File: config.mk
export PLATFORM = sky130hd
export DESIGN_NAME = atlas_shelf_packer_top
export DESIGN_NICKNAME = d
export VERILOG_FILES = /design/src/hdl/asp_pkg.sv /design/src/hdl/asp_shelf_lane.sv /design/src/hdl/asp_size_select.sv /design/src/hdl/atlas_shelf_packer_top.sv
export SDC_FILE = /design/constraint.sdc
export NUM_CORES = 1
export LEC_CHECK = 0
export ABC_AREA = 1
export BUFFER_PORTS_ARGS = -buffer_cell sky130_fd_sc_hd__buf_4
export CAP_MARGIN = 15
export CORE_UTILIZATION = 25
export DETAILED_ROUTE_END_ITERATION = 10
export GPL_ROUTABILITY_DRIVEN = 0
export PLACE_DENSITY = 0.46
export REMOVE_ABC_BUFFERS = 1
export SLEW_MARGIN = 10
export SYNTH_ARGS = -nofsm -noshare
export SYNTH_HDL_FRONTEND = slang
export SYNTH_SLANG_ARGS = --single-unit
File: constraint.sdc
create_clock -name clk -period 11.1 [get_ports clk]
set_input_delay 0.555 -clock clk [delete_from_list [all_inputs] [get_ports clk]]
set_output_delay 0.555 -clock clk [all_outputs]
set_load 0.005 [all_outputs]
File: src/hdl/asp_pkg.sv
// shared types and constants for the atlas shelf packer
// no dependencies; used by every module of the block

package asp_pkg;

    localparam int MIN_ATLAS_WIDTH_DEF = 256;
    localparam int MAX_ATLAS_SIZE_DEF  = 1024;
    localparam int NUM_PACKERS         = 3;

    localparam int DIM_W    = 11;   // item width / height, x cursor and row height
    localparam int POS_W    = 10;   // reported x position
    localparam int YPOS_W   = 16;   // y cursor and reported y position
    localparam int USED_W   = 17;   // y cursor plus row height
    localparam int CALC_W   = 16;   // atlas width / height arithmetic
    localparam int CW_W     = 12;   // chosen width field
    localparam int AH_W     = 13;   // atlas height field

    localparam int MIN_ATLAS_HEIGHT = 64;

    localparam logic [DIM_W-1:0]  XCUR_MAX = '1;
    localparam logic [YPOS_W-1:0] YCUR_MAX = '1;

    // placement of the current word in one packer
    typedef struct packed {
        logic [POS_W-1:0]  x_pos;
        logic [YPOS_W-1:0] y_pos;
        logic [USED_W-1:0] used;
    } lane_res_t;

    // atlas size decision for a finished batch
    typedef struct packed {
        logic [CW_W-1:0] chosen_width;
        logic [AH_W-1:0] atlas_height;
        logic            too_tall;
    } size_res_t;

endpackage

File: src/hdl/asp_shelf_lane.sv
// one shelf packer: x / y cursor and row height for a single atlas width
// depends on asp_pkg

module asp_shelf_lane #(
    parameter int PACK_WIDTH = asp_pkg::MIN_ATLAS_WIDTH_DEF
) (
    input  logic                      clk,
    input  logic                      rst_n,
    input  logic                      advance,
    input  logic                      clear,
    input  logic [asp_pkg::DIM_W-1:0] item_width,
    input  logic [asp_pkg::DIM_W-1:0] item_height,
    output asp_pkg::lane_res_t        res
);

    localparam int PW_W  = $clog2(PACK_WIDTH) + 1;
    localparam int CMP_W = (PW_W > asp_pkg::DIM_W + 1) ? PW_W : asp_pkg::DIM_W + 1;

    logic [asp_pkg::DIM_W-1:0]  x_cursor_reg, x_cursor_next;
    logic [asp_pkg::YPOS_W-1:0] y_cursor_reg, y_cursor_next;
    logic [asp_pkg::DIM_W-1:0]  row_height_reg, row_height_next;

    logic [CMP_W-1:0]            fit_sum;
    logic                        row_break;
    logic [asp_pkg::USED_W-1:0]  y_sum;
    logic [asp_pkg::DIM_W-1:0]   x_place;
    logic [asp_pkg::YPOS_W-1:0]  y_place;
    logic [asp_pkg::DIM_W-1:0]   row_base;
    logic [asp_pkg::DIM_W:0]     x_sum;
    logic [asp_pkg::DIM_W-1:0]   x_after;
    logic [asp_pkg::DIM_W-1:0]   row_after;

    always_comb
    begin
        fit_sum   = CMP_W'({1'b0, item_width} + {1'b0, x_cursor_reg});
        row_break = fit_sum > CMP_W'(PACK_WIDTH);
        y_sum     = asp_pkg::USED_W'(y_cursor_reg) + asp_pkg::USED_W'(row_height_reg)
                  + asp_pkg::USED_W'(1);

        // a row break opens a fresh row one pixel below the current one
        if (row_break)
        begin
            x_place  = '0;
            y_place  = (y_sum > asp_pkg::USED_W'(asp_pkg::YCUR_MAX)) ?
                       asp_pkg::YCUR_MAX : y_sum[asp_pkg::YPOS_W-1:0];
            row_base = '0;
        end
        else
        begin
            x_place  = x_cursor_reg;
            y_place  = y_cursor_reg;
            row_base = row_height_reg;
        end

        x_sum     = {1'b0, x_place} + {1'b0, item_width} + (asp_pkg::DIM_W+1)'(1);
        x_after   = (x_sum > (asp_pkg::DIM_W+1)'(asp_pkg::XCUR_MAX)) ?
                    asp_pkg::XCUR_MAX : x_sum[asp_pkg::DIM_W-1:0];
        row_after = (item_height > row_base) ? item_height : row_base;

        res.x_pos = x_place[asp_pkg::POS_W-1:0];
        res.y_pos = y_place;
        res.used  = asp_pkg::USED_W'(y_place) + asp_pkg::USED_W'(row_after);
    end

    always_comb
    begin
        x_cursor_next   = x_cursor_reg;
        y_cursor_next   = y_cursor_reg;
        row_height_next = row_height_reg;
        if (advance)
        begin
            if (clear)
            begin
                x_cursor_next   = '0;
                y_cursor_next   = '0;
                row_height_next = '0;
            end
            else
            begin
                x_cursor_next   = x_after;
                y_cursor_next   = y_place;
                row_height_next = row_after;
            end
        end
    end

    always_ff @(posedge clk or negedge rst_n)
    begin
        if (!rst_n)
        begin
            x_cursor_reg   <= '0;
            y_cursor_reg   <= '0;
            row_height_reg <= '0;
        end
        else
        begin
            x_cursor_reg   <= x_cursor_next;
            y_cursor_reg   <= y_cursor_next;
            row_height_reg <= row_height_next;
        end
    end

endmodule

File: src/hdl/asp_size_select.sv
// atlas size choice from the used height of each shelf packer
// depends on asp_pkg

module asp_size_select #(
    parameter int MIN_ATLAS_WIDTH = asp_pkg::MIN_ATLAS_WIDTH_DEF,
    parameter int MAX_ATLAS_SIZE  = asp_pkg::MAX_ATLAS_SIZE_DEF
) (
    input  logic [asp_pkg::USED_W-1:0] used [asp_pkg::NUM_PACKERS],
    output asp_pkg::size_res_t         res
);

    localparam int HEIGHT_CAP = MAX_ATLAS_SIZE * 4;
    localparam int HT_W       = $clog2(HEIGHT_CAP) + 1;
    localparam int HMIN_B     = $clog2(asp_pkg::MIN_ATLAS_HEIGHT);

    // clamp, then round up to a power of two no smaller than the minimum
    function automatic logic [asp_pkg::CALC_W-1:0] round_height(
        input logic [asp_pkg::USED_W-1:0] u
    );
        logic [asp_pkg::USED_W-1:0] capped;
        logic [asp_pkg::CALC_W-1:0] h;
        capped = (u > asp_pkg::USED_W'(HEIGHT_CAP)) ? asp_pkg::USED_W'(HEIGHT_CAP) : u;
        h      = asp_pkg::CALC_W'(asp_pkg::MIN_ATLAS_HEIGHT);
        for (int b = HT_W - 1; b >= HMIN_B; b--)
        begin
            if (asp_pkg::USED_W'(1 << b) >= capped)
                h = asp_pkg::CALC_W'(1 << b);
        end
        return h;
    endfunction

    logic [asp_pkg::CALC_W-1:0] heights [asp_pkg::NUM_PACKERS];
    logic [asp_pkg::CALC_W-1:0] pw;
    logic [asp_pkg::CALC_W-1:0] ch;
    logic [asp_pkg::CALC_W-1:0] cw;
    logic                       found;
    logic                       stop;

    always_comb
    begin
        for (int k = 0; k < asp_pkg::NUM_PACKERS; k++)
            heights[k] = round_height(used[k]);
    end

    // narrow to wide; widths above the size limit are never tried
    always_comb
    begin
        cw    = asp_pkg::CALC_W'(MIN_ATLAS_WIDTH);
        ch    = asp_pkg::CALC_W'(asp_pkg::MIN_ATLAS_HEIGHT);
        found = 1'b0;
        stop  = 1'b0;
        pw    = '0;
        for (int k = 0; k < asp_pkg::NUM_PACKERS; k++)
        begin
            pw = asp_pkg::CALC_W'(MIN_ATLAS_WIDTH) << k;
            if (!found && !stop)
            begin
                if (pw > asp_pkg::CALC_W'(MAX_ATLAS_SIZE))
                    stop = 1'b1;
                else
                begin
                    ch = heights[k];
                    if (ch <= pw)
                    begin
                        found = 1'b1;
                        cw    = pw;
                    end
                    else
                        cw = pw << 1;
                end
            end
        end

        res.chosen_width = cw[asp_pkg::CW_W-1:0];
        res.atlas_height = ch[asp_pkg::AH_W-1:0];
        res.too_tall     = ch > asp_pkg::CALC_W'(MAX_ATLAS_SIZE);
    end

endmodule

File: src/hdl/atlas_shelf_packer_top.sv
// atlas shelf packer top level: input register, three shelf packers, size select, result register
// path: an accepted word is held in the input register, then moves into the result register when that is free
// throughput: one word per cycle while out_ready holds; a stalled result word holds back the input register
// reset: rst_n asynchronous active low; clears both stage valids and all packer cursors
// depends on asp_pkg, asp_shelf_lane, asp_size_select

module atlas_shelf_packer_top #(
    parameter int MIN_ATLAS_WIDTH = asp_pkg::MIN_ATLAS_WIDTH_DEF,
    parameter int MAX_ATLAS_SIZE  = asp_pkg::MAX_ATLAS_SIZE_DEF
) (
    input  logic                       clk,
    input  logic                       rst_n,

    // input channel
    input  logic                       in_valid,
    output logic                       in_ready,
    input  logic [asp_pkg::DIM_W-1:0]  item_width,
    input  logic [asp_pkg::DIM_W-1:0]  item_height,
    input  logic                       final_item,

    // result channel
    output logic                       out_valid,
    input  logic                       out_ready,
    output logic [asp_pkg::POS_W-1:0]  x_narrow,
    output logic [asp_pkg::YPOS_W-1:0] y_narrow,
    output logic [asp_pkg::POS_W-1:0]  x_medium,
    output logic [asp_pkg::YPOS_W-1:0] y_medium,
    output logic [asp_pkg::POS_W-1:0]  x_wide,
    output logic [asp_pkg::YPOS_W-1:0] y_wide,
    output logic                       batch_done,
    output logic [asp_pkg::CW_W-1:0]   chosen_width,
    output logic [asp_pkg::AH_W-1:0]   atlas_height,
    output logic                       too_tall
);

    // ------------------------------------------------------------------
    // input register: holds one word; refills in the same cycle it drains
    // ------------------------------------------------------------------
    logic                      in_valid_reg, in_valid_next;
    logic [asp_pkg::DIM_W-1:0] width_reg;
    logic [asp_pkg::DIM_W-1:0] height_reg;
    logic                      last_reg;

    // result register valid
    logic                      out_valid_reg, out_valid_next;

    // the held word moves into the result register when that register
    // is empty or its word is being taken this cycle
    logic                      advance;

    assign advance  = in_valid_reg && (!out_valid_reg || out_ready);
    assign in_ready = !in_valid_reg || advance;

    always_comb
    begin
        in_valid_next = in_valid_reg;
        if (in_valid && in_ready)
            in_valid_next = 1'b1;
        else if (advance)
            in_valid_next = 1'b0;
    end

    always_ff @(posedge clk or negedge rst_n)
    begin
        if (!rst_n)
            in_valid_reg <= 1'b0;
        else
            in_valid_reg <= in_valid_next;
    end

    always_ff @(posedge clk)
    begin
        if (in_valid && in_ready)
        begin
            width_reg  <= item_width;
            height_reg <= item_height;
            last_reg   <= final_item;
        end
    end

    // ------------------------------------------------------------------
    // shelf packers, one per atlas width (min, 2x min, 4x min)
    // cursors update as the word advances; the last word of a batch clears them
    // ------------------------------------------------------------------
    asp_pkg::lane_res_t         lane_res [asp_pkg::NUM_PACKERS];
    logic [asp_pkg::USED_W-1:0] lane_used [asp_pkg::NUM_PACKERS];

    for (genvar k = 0; k < asp_pkg::NUM_PACKERS; k++)
    begin : g_lane
        asp_shelf_lane #(
            .PACK_WIDTH (MIN_ATLAS_WIDTH << k)
        ) u_lane (
            .clk         (clk),
            .rst_n       (rst_n),
            .advance     (advance),
            .clear       (last_reg),
            .item_width  (width_reg),
            .item_height (height_reg),
            .res         (lane_res[k])
        );

        assign lane_used[k] = lane_res[k].used;
    end

    // ------------------------------------------------------------------
    // atlas size choice, looked at only for the last word of a batch
    // ------------------------------------------------------------------
    asp_pkg::size_res_t size_res;

    asp_size_select #(
        .MIN_ATLAS_WIDTH (MIN_ATLAS_WIDTH),
        .MAX_ATLAS_SIZE  (MAX_ATLAS_SIZE)
    ) u_size (
        .used (lane_used),
        .res  (size_res)
    );

    // ------------------------------------------------------------------
    // result register
    // ------------------------------------------------------------------
    logic [asp_pkg::POS_W-1:0]  x_narrow_reg;
    logic [asp_pkg::YPOS_W-1:0] y_narrow_reg;
    logic [asp_pkg::POS_W-1:0]  x_medium_reg;
    logic [asp_pkg::YPOS_W-1:0] y_medium_reg;
    logic [asp_pkg::POS_W-1:0]  x_wide_reg;
    logic [asp_pkg::YPOS_W-1:0] y_wide_reg;
    logic                       batch_done_reg;
    logic [asp_pkg::CW_W-1:0]   chosen_width_reg;
    logic [asp_pkg::AH_W-1:0]   atlas_height_reg;
    logic                       too_tall_reg;

    always_comb
    begin
        out_valid_next = out_valid_reg;
        if (advance)
            out_valid_next = 1'b1;
        else if (out_ready)
            out_valid_next = 1'b0;
    end

    always_ff @(posedge clk or negedge rst_n)
    begin
        if (!rst_n)
            out_valid_reg <= 1'b0;
        else
            out_valid_reg <= out_valid_next;
    end

    always_ff @(posedge clk)
    begin
        if (advance)
        begin
            x_narrow_reg     <= lane_res[0].x_pos;
            y_narrow_reg     <= lane_res[0].y_pos;
            x_medium_reg     <= lane_res[1].x_pos;
            y_medium_reg     <= lane_res[1].y_pos;
            x_wide_reg       <= lane_res[2].x_pos;
            y_wide_reg       <= lane_res[2].y_pos;
            batch_done_reg   <= last_reg;
            // size fields read zero except on the word that ends a batch
            chosen_width_reg <= last_reg ? size_res.chosen_width : '0;
            atlas_height_reg <= last_reg ? size_res.atlas_height : '0;
            too_tall_reg     <= last_reg && size_res.too_tall;
        end
    end

    assign out_valid    = out_valid_reg;
    assign x_narrow     = x_narrow_reg;
    assign y_narrow     = y_narrow_reg;
    assign x_medium     = x_medium_reg;
    assign y_medium     = y_medium_reg;
    assign x_wide       = x_wide_reg;
    assign y_wide       = y_wide_reg;
    assign batch_done   = batch_done_reg;
    assign chosen_width = chosen_width_reg;
    assign atlas_height = atlas_height_reg;
    assign too_tall     = too_tall_reg;

endmodule

Word-level counts from Yosys, hierarchy flattened. Index checks and enable logic that the tools add are counted.

Flip-flop bits (word level): 244. Output and inout port bits: 107. Input bits: 27. Logic and storage cells: 156.

Add/subtract/negate cells: 18. Mux-type cells: 65. $lt $le $gt $ge: 40. Reduce and logical (&&, ||, !) cells: 9.

Operators with widths (number): $mux W16 (17); $mux W11 (20); $mux W13 (15); $add A16 B11 Y17 (6); $add A11 B11 Y12 (6); $add A17 B1 Y17 const B (3); $ge A10 B17 Y1 const A (3); $ge A11 B17 Y1 const A (3); $ge A12 B17 Y1 const A (3); $ge A13 B17 Y1 const A (3); $ge A7 B17 Y1 const A (3); $ge A8 B17 Y1 const A (3); $ge A9 B17 Y1 const A (3); $gt A17 B13 Y1 const B (3); $gt A17 B16 Y1 const B (3); $mux W17 (3); $gt A12 B11 Y1 const B (4); $add A12 B1 Y12 const B (3); $gt A11 B11 Y1 (3); $mux W12 (2); $gt A16 B11 Y1 const B (1); $le A16 B9 Y1 const B (1); $le A13 B10 Y1 const B (1); $le A13 B11 Y1 const B (1); 8 further kinds (19).

Longest topological paths before layout. Gate-level depths: netlist (run 1).

Depth after elaboration: 22. Gate-level depth with buffers: 54. Mapped depth without buffers: 52.

By module. Synthesis (run 1) repeated with hierarchy kept, for this count alone.

Cells, all modules: 2488. Area total of the unflattened synthesis: 18910.6 sq um.

Modules (own cells, without submodules): asp_shelf_lane (g_lane[2].u_lane) (instances 1, cells each 722, seq. area each 950.9 sq um, area an instance 4697.0 sq um); asp_shelf_lane (g_lane[1].u_lane) (instances 1, cells each 708, seq. area each 950.9 sq um, area an instance 4650.7 sq um); asp_shelf_lane (g_lane[0].u_lane) (instances 1, cells each 681, seq. area each 950.9 sq um, area an instance 4500.6 sq um); atlas_shelf_packer_top (instances 1, cells each 195, seq. area each 3893.7 sq um, area an instance 4162.7 sq um); asp_size_select (instances 1, cells each 182, seq. area each 0.0 sq um, area an instance 899.6 sq um).

Worst setup path before layout (run 1). No wires, ideal clock.

Path kind: register to register. Start: reg width_reg[1] (netlist name). End: reg chosen_width_reg, in the netlist chosen_width[11], data pin. Period minus slack after synthesis: 6816 ps. Path slack: 4284 ps. Stages on the path, launching flop included: 49. Arrival: 6560 ps. Library setup time: 255 ps. Path buffers: 2. Required time: 10845 ps. Cells stage by stage: edfxtp_1 inv_1 fa_1 inv_1 nand3_1 nand2_1 nand2_1 nand2_1 nand2_1 nand2_1 nand3_1 nor2_2 nand2_2 nand2_2 clkbuf_1 nand2_1 ha_1 a21oi_1 [13 not listed] o21ai_0 nand4_1 nand2_1 nand2_1 nand2_1 nand2_1 nand2_1 a21oi_1 nor2_1 nand2_1 nand2_2 nor2_4 nor2_2 nand2_1 nor3b_1 a21oi_2 inv_1 nor2_1.

Cells in the longest elaborated chain, start to end: 20. Elaborated cells between the ends (all ways): 77. Classes of those cells: add/sub (6); order compare (33); mux (38).

Ends and longest elaborated chain: from (decl) (line atlas_shelf_packer_top.sv:40) `logic [asp_pkg::DIM_W-1:0] width_reg;`; from (signal assigned) (line atlas_shelf_packer_top.sv:75) `width_reg <= item_width;`; $add A11 B11 Y12 (line asp_shelf_lane.sv:35) `fit_sum = CMP_W'({1'b0, item_width} + {1'b0, x_cursor_reg});`; $gt A12 B9 Y1 or $gt A12 B10 Y1 (tied branches) (line asp_shelf_lane.sv:36) `row_break = fit_sum > CMP_W'(PACK_WIDTH);`; $mux W11 (line asp_shelf_lane.sv:41) `if (row_break)`; $gt A11 B11 Y1 (line asp_shelf_lane.sv:58) `row_after = (item_height > row_base) ? item_height : row_base;`; $mux W11 (line asp_shelf_lane.sv:58); $add A16 B11 Y17 (line asp_shelf_lane.sv:62) `res.used = asp_pkg::USED_W'(y_place) + asp_pkg::USED_W'(row_after);`; $gt A17 B13 Y1 (line asp_size_select.sv:22) `capped = (u > asp_pkg::USED_W'(HEIGHT_CAP)) ? asp_pkg::USED_W'(HEIGHT_CAP) : u;`; $mux W17 (line asp_size_select.sv:22); $ge A13 B17 Y1 (line asp_size_select.sv:26) `if (asp_pkg::USED_W'(1 << b) >= capped)`; $mux W13 (line asp_size_select.sv:26); $mux W16 or $mux W13 (tied branches) (6 in a row) (line asp_size_select.sv:26); $le A16 B9 Y1 or $le A13 B10 Y1 (tied branches) (line asp_size_select.sv:63) `if (ch <= pw)`; $mux W1 (line asp_size_select.sv:63); $mux W1 (line asp_size_select.sv:56) `if (!found && !stop)`; $mux W12 * (line asp_size_select.sv:56); to (signal assigned) (line atlas_shelf_packer_top.sv:161) `chosen_width_reg <= last_reg ? size_res.chosen_width : '0;`; to (decl) (line atlas_shelf_packer_top.sv:128) `logic [asp_pkg::CW_W-1:0] chosen_width_reg;`.

Mark *: on every way between the ends. The rest lies on a longest branch, timed or not. A chain may end at the register's enable or synchronous reset.

Final worst setup path (run 1).
Start: reg width_reg[1] (netlist name). End: reg atlas_height_reg, in the netlist atlas_height[8], data pin.

Cells in the longest elaborated chain, start to end: 20. Elaborated cells between the ends (all ways): 74. Classes of those cells: add/sub (6); order compare (31); mux (37).

Ends and longest elaborated chain: $add A11 B11 Y12 (line asp_shelf_lane.sv:35); $gt A12 B9 Y1 or $gt A12 B10 Y1 (tied branches) (line asp_shelf_lane.sv:36); $mux W11 (line asp_shelf_lane.sv:41); $gt A11 B11 Y1 (line asp_shelf_lane.sv:58); $mux W11 (line asp_shelf_lane.sv:58); $add A16 B11 Y17 (line asp_shelf_lane.sv:62); $gt A17 B13 Y1 (line asp_size_select.sv:22); $mux W17 (line asp_size_select.sv:22); $ge A13 B17 Y1 (line asp_size_select.sv:26); $mux W13 (line asp_size_select.sv:26); $mux W16 or $mux W13 (tied branches) (6 in a row) (line asp_size_select.sv:26); $le A16 B9 Y1 or $le A13 B10 Y1 (tied branches) (line asp_size_select.sv:63); $mux W1 (line asp_size_select.sv:63); $mux W16 or $mux W1 (tied branches) (line asp_size_select.sv:56); $mux W16 * (line asp_size_select.sv:56); to (signal assigned) (line atlas_shelf_packer_top.sv:162) `atlas_height_reg <= last_reg ? size_res.atlas_height : '0;`; to (decl) (line atlas_shelf_packer_top.sv:129) `logic [asp_pkg::AH_W-1:0] atlas_height_reg;`.

Marks and branches as above.

==> metrics.txt, run 1 <==
# TYPE chip_impl_metric gauge
chip_impl_info{name="status",value="finished clean"} 1
chip_impl_info{name="cts_root_buffer",value="sky130_fd_sc_hd__clkbuf_16"} 1
chip_impl_metric{name="proportion_of_netlist_area_held_by_the_largest_area_contributor",unit=""} 0.192
chip_impl_metric{name="min_delay_path_depth",unit=""} 1
chip_impl_metric{name="first_iteration_detailed_routing_drc_count",unit=""} 923
chip_impl_metric{name="num_antenna_cells",unit=""} 0
chip_impl_metric{name="cap_viol_max_count",unit=""} 0
chip_impl_info{name="crit_slowest_cell",value="sky130_fd_sc_hd__edfxtp_1"} 1
chip_impl_metric{name="worstPathRequired",unit="ns"} 11.44
chip_impl_metric{name="ys_types",unit=""} 56
chip_impl_metric{name="cpPeakStageDelay",unit="ns"} 0.55
chip_impl_metric{name="std_cell_rows",unit=""} 97
chip_impl_info{name="hold_wc_path_type",value="input port to flop"} 1
chip_impl_info{name="yosys-top-cells-area",value="sky130_fd_sc_hd__edfxtp_1 19%, sky130_fd_sc_hd__dfrtp_1 16%, sky130_fd_sc_hd__nand2_1 12%"} 1
chip_impl_metric{name="core_footprint",unit="sq um"} 70400
chip_impl_metric{name="mappedNetlistArea",unit="sq um"} 17800
chip_impl_metric{name="clock_sinks",unit=""} 230
chip_impl_info{name="netlist_top_cells_count",value="574 x sky130_fd_sc_hd__nand2_1, 352 x sky130_fd_sc_hd__inv_1, 189 x sky130_fd_sc_hd__nor2_1, 165 x sky130_fd_sc_hd__ha_1, 154 x sky130_fd_sc_hd__a21oi_1"} 1
chip_impl_metric{name="fin_crit",unit="ns"} 8.39
chip_impl_info{name="timing.rr.start",value="width_reg[1]"} 1
chip_impl_metric{name="synth-warning-count",unit=""} 0
chip_impl_metric{name="drv_slew",unit=""} 0
chip_impl_metric{name="number_of_global_route_vias_before_repair",unit=""} 16100
chip_impl_metric{name="worst_pin_slew",unit="ns"} 0.962
chip_impl_metric{name="worst_slew_margin_rel",unit=""} 0.358
chip_impl_info{name="setup.worst_path.class",value="flop to flop"} 1
chip_impl_metric{name="largest_net_degree_at_the_start_of_global_routing",unit=""} 95
chip_impl_metric{name="die_w",unit="microns"} 269
chip_impl_metric{name="synthArstFlopShare",unit=""} 0.504
chip_impl_metric{name="grt_usage",unit=""} 0.151
chip_impl_info{name="launch_instance_of_the_worst_min_delay_path",value="item_height[9]"} 1
chip_impl_info{name="rsz0062_at_grt",value="false"} 1
chip_impl_metric{name="number_of_hold_slack_violations_in_the_final_timing_report",unit=""} 0
chip_impl_metric{name="min_period_over_period",unit=""} 0.756
chip_impl_metric{name="largest_register_ff_count",unit=""} 48
chip_impl_metric{name="sequential_fraction_of_the_synthesis_area",unit=""} 0.354
chip_impl_metric{name="drt.antenna.violating_nets",unit=""} 0
chip_impl_metric{name="routed-via-count",unit=""} 16000
chip_impl_metric{name="layout-area-overhead-vs-synth",unit="%"} 17.3
chip_impl_metric{name="count_of_buffers_from_port_buffering",unit=""} 119
chip_impl_metric{name="number_of_enable_flip_flop_cells_after_synthesis",unit=""} 114
chip_impl_metric{name="power_per_cell_area",unit="nW/um^2"} 355
chip_impl_metric{name="power.leakage",unit="uW"} 0.0103
chip_impl_metric{name="setup_viol",unit=""} 0
chip_impl_info{name="holdPathEnd",value="height_reg[9]"} 1
chip_impl_metric{name="ff_to_ff_path_depth",unit=""} 47
chip_impl_metric{name="achievable-frequency",unit="GHz"} 0.119
chip_impl_info{name="cp-start-kind",value="flop"} 1
chip_impl_metric{name="critical_path_arrival",unit="ns"} 8.73
chip_impl_metric{name="wire_length_of_the_first_global_routing_pass",unit="microns"} 88400
chip_impl_metric{name="maximum_fanout_count_along_the_critical_path",unit=""} 41
chip_impl_metric{name="antenna_found_initial",unit=""} 0
chip_impl_metric{name="postSynthRegisterBits",unit=""} 230
chip_impl_metric{name="remaining_drc_errors",unit=""} 0
chip_impl_metric{name="worst_setup_hold_path_clk_slew",unit="ns"} 0.06
chip_impl_metric{name="nets",unit=""} 2687
chip_impl_info{name="tritoncts",value="built"} 1
chip_impl_metric{name="ff2ff_setup_slack",unit="ns"} 2.71
chip_impl_metric{name="die_ht",unit="microns"} 269
chip_impl_metric{name="routed_wire_length_per_instance",unit="microns"} 16.0
chip_impl_metric{name="syn_area_per_cell",unit="sq um"} 7.56
chip_impl_metric{name="post-dp-hpwl",unit="microns"} 41400
chip_impl_metric{name="vdd.ir_drop.worst",unit="mV"} 0.170
chip_impl_metric{name="total_placed_cells_including_tap_cells",unit=""} 3388
chip_impl_info{name="leading_register_cell_type_out_of_synthesis",value="sky130_fd_sc_hd__dfrtp_1"} 1
chip_impl_metric{name="syn_inst",unit=""} 2361
chip_impl_info{name="critPathMostFrequentCell",value="sky130_fd_sc_hd__nand2_1"} 1
chip_impl_metric{name="finalClockSkew",unit="ns"} 0.0139
chip_impl_metric{name="power",unit="uW"} 7440
chip_impl_info{name="yosysMostFrequentCell",value="sky130_fd_sc_hd__nand2_1"} 1
chip_impl_metric{name="floorplan.initialDensity",unit=""} 0.254
chip_impl_metric{name="cts_setup_buffers",unit=""} 0
chip_impl_metric{name="grt.overflow.total",unit=""} 0
chip_impl_info{name="synthDominantAreaCellType",value="sky130_fd_sc_hd__edfxtp_1"} 1
chip_impl_info{name="cp-end-kind",value="flop"} 1
chip_impl_info{name="critical_path.reg2reg.endpoint",value="atlas_height[8]"} 1
chip_impl_metric{name="clkLatencyLatePin",unit="ns"} 0.59
chip_impl_metric{name="cts-buffers-inserted",unit=""} 31
chip_impl_metric{name="route.final.wire_length",unit="microns"} 55000
chip_impl_metric{name="instances_no_fill",unit=""} 3447
chip_impl_metric{name="layout-drive-gt1-share",unit=""} 0.111
chip_impl_metric{name="io_pins",unit=""} 134
chip_impl_metric{name="ctsHtreeMaxLevel",unit=""} 1
chip_impl_metric{name="totalNegativeSetupSlack",unit="ns"} 0
chip_impl_metric{name="cts_buffer_depth",unit=""} 3
chip_impl_metric{name="first_pass_iters",unit=""} 5
chip_impl_metric{name="detail_route.vias_per_cell",unit=""} 4.64
chip_impl_metric{name="fp.dieArea",unit="sq um"} 72500
cell families after synthesis:
kind of cell / synth area share
buffers and inverters: 0.0938
DFF: 0.354
xor gates and xnor gates: 0.0304
adders and majority gates: 0.129
AOI/OAI and AO/OA: 0.138
and+or+nand+nor: 0.254
other: 0.000210
per-stage QoR:
stage                      util  hold slack, ns  worst slack [ns]  cell area, sq um
after floorplan               -           0.259              3.50             17600
after global placement    0.281           0.499              2.71             19800
after detailed placement  0.281           0.507              2.68             19800
after CTS                 0.297           0.101              2.65             20900
after global routing      0.297           0.116              1.73             20900
final                     0.297           0.141              2.71             20900
what timing repair did:
item                                   in CTS  in global routing
hold buffers                                0                  1
gates resized for setup                     0                  0
endpoints found under the hold margin       0                 29
cell type report:
type,count,area (sq um)
sequential,230,6330
multi-input combinational,1719,9930
tap,940,1180
timing repair buffer,135,1040
clock buffer,45,900
inverter,366,1380
clock inverter,12,193
fill,7630,49500
power by group:
group / leakage [uW] / internal (uW) / switching [uW]
combinational: 0.00713 / 1710 / 3160
clock: 0.000526 / 674 / 418
sequential: 0.00265 / 1290 / 188
critical path: cells and delay by family, from the launching register on:
family / cells / cell delay (ns)
and+or+nand+nor: 25 / 2.48
adders and majority gates: 4 / 1.51
buffers and inverters: 5 / 1.52
DFF: 1 / 0.55
AOI/OAI and AO/OA: 13 / 2.05
worst max path at each step:
stage,slack [ns],endpoint,from
floorplan,3.50,atlas_height[6],width_reg[0]
global placement,2.71,atlas_height[8],width_reg[1]
detailed placement,2.68,atlas_height[8],width_reg[1]
CTS,2.65,atlas_height[8],width_reg[1]
global route,1.73,atlas_height[6],width_reg[1]
finish,2.71,atlas_height[8],width_reg[1]
metal layers:
layer | wire (microns) | track usage | vias up
met3 | 2110 | 0.0177 | 105
met4 | 1790 | 0.0523 | 0
met1 | 25600 | 0.198 | 7536
met5 | 0 | 0 | -
li1 | - | - | 8038
met2 | 25500 | 0.254 | 320
cell usage in the layout (no fill, tap or decap), types with 5 or more instances in the layout:
cell and count:
sky130_fd_sc_hd__nand2_1 573, sky130_fd_sc_hd__inv_1 351, sky130_fd_sc_hd__nor2_1 188, sky130_fd_sc_hd__ha_1 165, sky130_fd_sc_hd__a21oi_1 154, sky130_fd_sc_hd__nand3_1 136, sky130_fd_sc_hd__buf_4 133, sky130_fd_sc_hd__o21ai_0 127
sky130_fd_sc_hd__dfrtp_1 116, sky130_fd_sc_hd__edfxtp_1 114, sky130_fd_sc_hd__o22ai_1 45, sky130_fd_sc_hd__xor2_1 39, sky130_fd_sc_hd__nand4_1 36, sky130_fd_sc_hd__clkbuf_16 32, sky130_fd_sc_hd__nand2_2 27, sky130_fd_sc_hd__a22o_1 27
sky130_fd_sc_hd__xnor2_1 23, sky130_fd_sc_hd__nor3_1 15, sky130_fd_sc_hd__nand3b_1 14, sky130_fd_sc_hd__conb_1 14, sky130_fd_sc_hd__nor2_2 12, sky130_fd_sc_hd__o21bai_1 12, sky130_fd_sc_hd__fa_1 12, sky130_fd_sc_hd__inv_2 11
sky130_fd_sc_hd__or2_2 11, sky130_fd_sc_hd__a21o_1 8, sky130_fd_sc_hd__o21ai_1 8, sky130_fd_sc_hd__a31oi_1 8, sky130_fd_sc_hd__o21a_1 8, sky130_fd_sc_hd__nor2_4 8, sky130_fd_sc_hd__clkbuf_1 8, sky130_fd_sc_hd__a21oi_2 7
sky130_fd_sc_hd__and2_1 6, sky130_fd_sc_hd__nand3_2 5, sky130_fd_sc_hd__bufinv_16 5, sky130_fd_sc_hd__clkbuf_8 5
Power figures use the tool's default switching activity.
==> inputs of run 2 (changes only) <==
--- a/config.mk
+++ b/config.mk
@@ -11,7 +11,7 @@
 export CORE_UTILIZATION = 25
 export DETAILED_ROUTE_END_ITERATION = 10
 export GPL_ROUTABILITY_DRIVEN = 0
-export PLACE_DENSITY = 0.46
+export PLACE_DENSITY = 0.47
 export REMOVE_ABC_BUFFERS = 1
 export SLEW_MARGIN = 10
 export SYNTH_ARGS = -nofsm -noshare
==> constraint.sdc (replaced) <==
create_clock -name clk -period 7.6 [get_ports clk]
set_input_delay 0.38 -clock clk [delete_from_list [all_inputs] [get_ports clk]]
set_output_delay 0.38 -clock clk [all_outputs]
set_load 0.005 [all_outputs]
==> run 2 against run 1 <==
Net effect:
- register-to-register slack worse by 2.2 ns
- highest routed layer unchanged
- largest cell class unchanged
- critical endpoint is now atlas_height[6]
- non-clock buffer count is 73 higher
- die area is the same
==> metrics.txt, run 2 (same netlist as run 1, synthesis figures left out) <==
# TYPE chip_impl_metric gauge
chip_impl_info{name="status",value="finished clean"} 1
chip_impl_metric{name="io_pins",unit=""} 134
chip_impl_info{name="cp-start-kind",value="flop"} 1
chip_impl_info{name="tritoncts",value="built"} 1
chip_impl_metric{name="wire_length_of_the_first_global_routing_pass",unit="microns"} 87300
chip_impl_info{name="layout.cells.most_common",value="sky130_fd_sc_hd__nand2_1"} 1
chip_impl_metric{name="maximum_fanout_count_along_the_critical_path",unit=""} 7
chip_impl_metric{name="route.final.wire_length",unit="microns"} 55100
chip_impl_metric{name="post-place-ws",unit="ns"} -0.295
chip_impl_metric{name="antenna_found_initial",unit=""} 0
chip_impl_metric{name="floorplan.initialDensity",unit=""} 0.254
chip_impl_metric{name="cap_viol_max_count",unit=""} 0
chip_impl_metric{name="instances_no_fill",unit=""} 3521
chip_impl_metric{name="power.leakage",unit="uW"} 0.0107
chip_impl_metric{name="std_cell_rows",unit=""} 97
chip_impl_metric{name="n_fill_cell",unit=""} 7545
chip_impl_metric{name="worstPathRequired",unit="ns"} 7.92
chip_impl_metric{name="drt.antenna.violating_nets",unit=""} 0
chip_impl_info{name="critical_path.reg2reg.endpoint",value="atlas_height[6]"} 1
chip_impl_metric{name="clock_sinks",unit=""} 230
chip_impl_metric{name="achievable-frequency",unit="GHz"} 0.140
chip_impl_metric{name="ff2ff_setup_slack",unit="ns"} 0.47
chip_impl_info{name="critical-path-top-delay-family",value="simple AND/OR/NAND/NOR gates"} 1
chip_impl_metric{name="cts_buffer_depth",unit=""} 3
chip_impl_metric{name="ctsHtreeMaxLevel",unit=""} 1
chip_impl_metric{name="remaining_drc_errors",unit=""} 0
chip_impl_metric{name="largest_net_degree_at_the_start_of_global_routing",unit=""} 89
chip_impl_metric{name="fin_crit",unit="ns"} 7.13
chip_impl_metric{name="largest_register_ff_count",unit=""} 48
chip_impl_metric{name="critical_path_arrival",unit="ns"} 7.45
chip_impl_metric{name="die_ht",unit="microns"} 269
chip_impl_metric{name="finalClockSkew",unit="ns"} 0.0220
chip_impl_metric{name="layout-drive-gt1-share",unit=""} 0.151
chip_impl_info{name="setup.worst_path.class",value="flop to flop"} 1
chip_impl_info{name="critPathMostFrequentCell",value="sky130_fd_sc_hd__nand2_1"} 1
chip_impl_info{name="worst_setup_path_startpoint",value="width_reg[0]"} 1
chip_impl_metric{name="cpPeakStageDelay",unit="ns"} 0.39
chip_impl_metric{name="count_of_buffers_from_port_buffering",unit=""} 119
chip_impl_metric{name="worst_setup_hold_path_clk_slew",unit="ns"} 0.07
chip_impl_metric{name="post-route-worst-setup-slack",unit="ns"} 0.471
chip_impl_metric{name="min_period_over_period",unit=""} 0.938
chip_impl_info{name="cts_root_buffer",value="sky130_fd_sc_hd__clkbuf_16"} 1
chip_impl_metric{name="first_iteration_detailed_routing_drc_count",unit=""} 861
chip_impl_metric{name="number_of_hold_slack_violations_in_the_final_timing_report",unit=""} 0
chip_impl_metric{name="total_placed_cells_including_tap_cells",unit=""} 3394
chip_impl_metric{name="vdd.ir_drop.worst",unit="mV"} 0.223
chip_impl_info{name="hold_wc_path_type",value="input port to flop"} 1
chip_impl_metric{name="ff_to_ff_path_depth",unit=""} 52
chip_impl_metric{name="number_of_global_route_vias_before_repair",unit=""} 16000
chip_impl_metric{name="power_per_cell_area",unit="nW/um^2"} 512
chip_impl_metric{name="routed_wire_length_per_instance",unit="microns"} 15.6
chip_impl_metric{name="clkLatencyLatePin",unit="ns"} 0.59
chip_impl_metric{name="grt.overflow.total",unit=""} 0
chip_impl_metric{name="routed-via-count",unit=""} 16300
chip_impl_metric{name="post-dp-hpwl",unit="microns"} 41000
chip_impl_info{name="timing.rr.start",value="width_reg[0]"} 1
chip_impl_info{name="cp-end-kind",value="flop"} 1
chip_impl_metric{name="layout-area-overhead-vs-synth",unit="%"} 22.7
chip_impl_metric{name="first_pass_iters",unit=""} 5
chip_impl_metric{name="hold-worst-slack",unit="ns"} 0.107
chip_impl_metric{name="die_w",unit="microns"} 269
chip_impl_metric{name="worst_pin_slew",unit="ns"} 1.01
chip_impl_metric{name="grt_usage",unit=""} 0.149
chip_impl_info{name="crit_slowest_cell",value="sky130_fd_sc_hd__fa_2"} 1
chip_impl_info{name="crit_end",value="atlas_height[6]"} 1
chip_impl_metric{name="detail_route.vias_per_cell",unit=""} 4.63
chip_impl_info{name="mostFrequentLayoutCells",value="573 x sky130_fd_sc_hd__nand2_1, 349 x sky130_fd_sc_hd__inv_1, 184 x sky130_fd_sc_hd__nor2_1"} 1
chip_impl_metric{name="drv_slew",unit=""} 0
chip_impl_metric{name="num_antenna_cells",unit=""} 0
chip_impl_metric{name="nets",unit=""} 2761
chip_impl_metric{name="cts-buffers-inserted",unit=""} 30
chip_impl_metric{name="worst_slew_margin_rel",unit=""} 0.329
chip_impl_metric{name="fp.dieArea",unit="sq um"} 72500
chip_impl_metric{name="worst-path-buf-inv",unit=""} 9
chip_impl_metric{name="setup_viol",unit=""} 0
chip_impl_metric{name="core_footprint",unit="sq um"} 70400
chip_impl_metric{name="cp_num_cells",unit=""} 52
[run 2: changes by cell type in the layout (fill, tap and decap cells not counted), sizes merged]
cell / before / now
inv: 363 / 369
clkinv: 7 / 5
clkbuf: 45 / 31
clkdlybuf4s15: 0 / 1
bufinv: 5 / 7
dlygate4sd3: 1 / 25
o41ai: 4 / 6
buf: 134 / 182
clkinvlp: 3 / 10
[run 2: where the power goes]
part,switching (uW),internal (uW)
logic,4750,2690
registers,265,1880
clock network,641,993
[run 2: worst min path at each step]
stage                                          start                                  to  slack, ns  cells past startpoint
detailed placement  g_lane[0].u_lane.y_cursor_reg[8]    g_lane[0].u_lane.y_cursor_reg[8]       0.51                      2
CTS                                        out_ready                           out_valid       0.07                      4
global placement    g_lane[0].u_lane.y_cursor_reg[7]    g_lane[0].u_lane.y_cursor_reg[7]       0.49                      2
floorplan                                      rst_n  g_lane[0].u_lane.row_height_reg[0]       0.08                      0
finish                                     out_ready                           out_valid       0.11                      4
global route                               out_ready                           out_valid       0.11                      4
[run 2: repair_timing]
action | CTS | global route
gates resized for setup | 9 | 74
gates cloned | 0 | 4
endpoints found under the setup margin | 10 | 12
pin swaps | 0 | 14
setup buffers | 0 | 42
endpoints found under the hold margin | 83 | 0
hold buffers | 25 | 0
[run 2: per-stage QoR]
stage / TNS (ns) / utilization / total power (uW) / instance area (sq um)
6_report: 0 / 0.311 / 11200 / 21900
3_3_place_gp: -1.50 / 0.282 / 9160 / 19900
3_5_place_dp: -2.44 / 0.282 / 9260 / 19900
5_1_grt: -0.909 / 0.311 / 12300 / 21900
2_1_floorplan: -0.00430 / - / 7260 / 17600
4_1_cts: 0 / 0.302 / 11000 / 21300
[run 2: layer usage]
| metal | track usage | wire [microns] | share of wire | vias up |
|---|---|---|---|---|
| li1 | - | - | - | 8218 |
| met1 | 0.198 | 25600 | 0.46 | 7648 |
| met2 | 0.251 | 26100 | 0.47 | 345 |
| met3 | 0.0159 | 2060 | 0.037 | 85 |
| met4 | 0.0445 | 1420 | 0.026 | 0 |
| met5 | 0 | 0 | 0 | - |
[run 2: layout make-up]
cell class | count | area (sq um) | share of cell area
multi-input combinational | 1721 | 10300 | 0.469
sequential | 230 | 6330 | 0.289
timing repair buffer | 208 | 1630 | 0.0742
inverter | 366 | 1390 | 0.0633
tap | 940 | 1180 | 0.0537
clock buffer | 31 | 776 | 0.0354
clock inverter | 25 | 352 | 0.0160
[run 2: worst min-delay path, stage by stage]
cell and delay (ns):
sky130_fd_sc_hd__buf_4 0.07, sky130_fd_sc_hd__inv_1 0.04, sky130_fd_sc_hd__nand2_1 0.08, sky130_fd_sc_hd__nand2_1 0.06
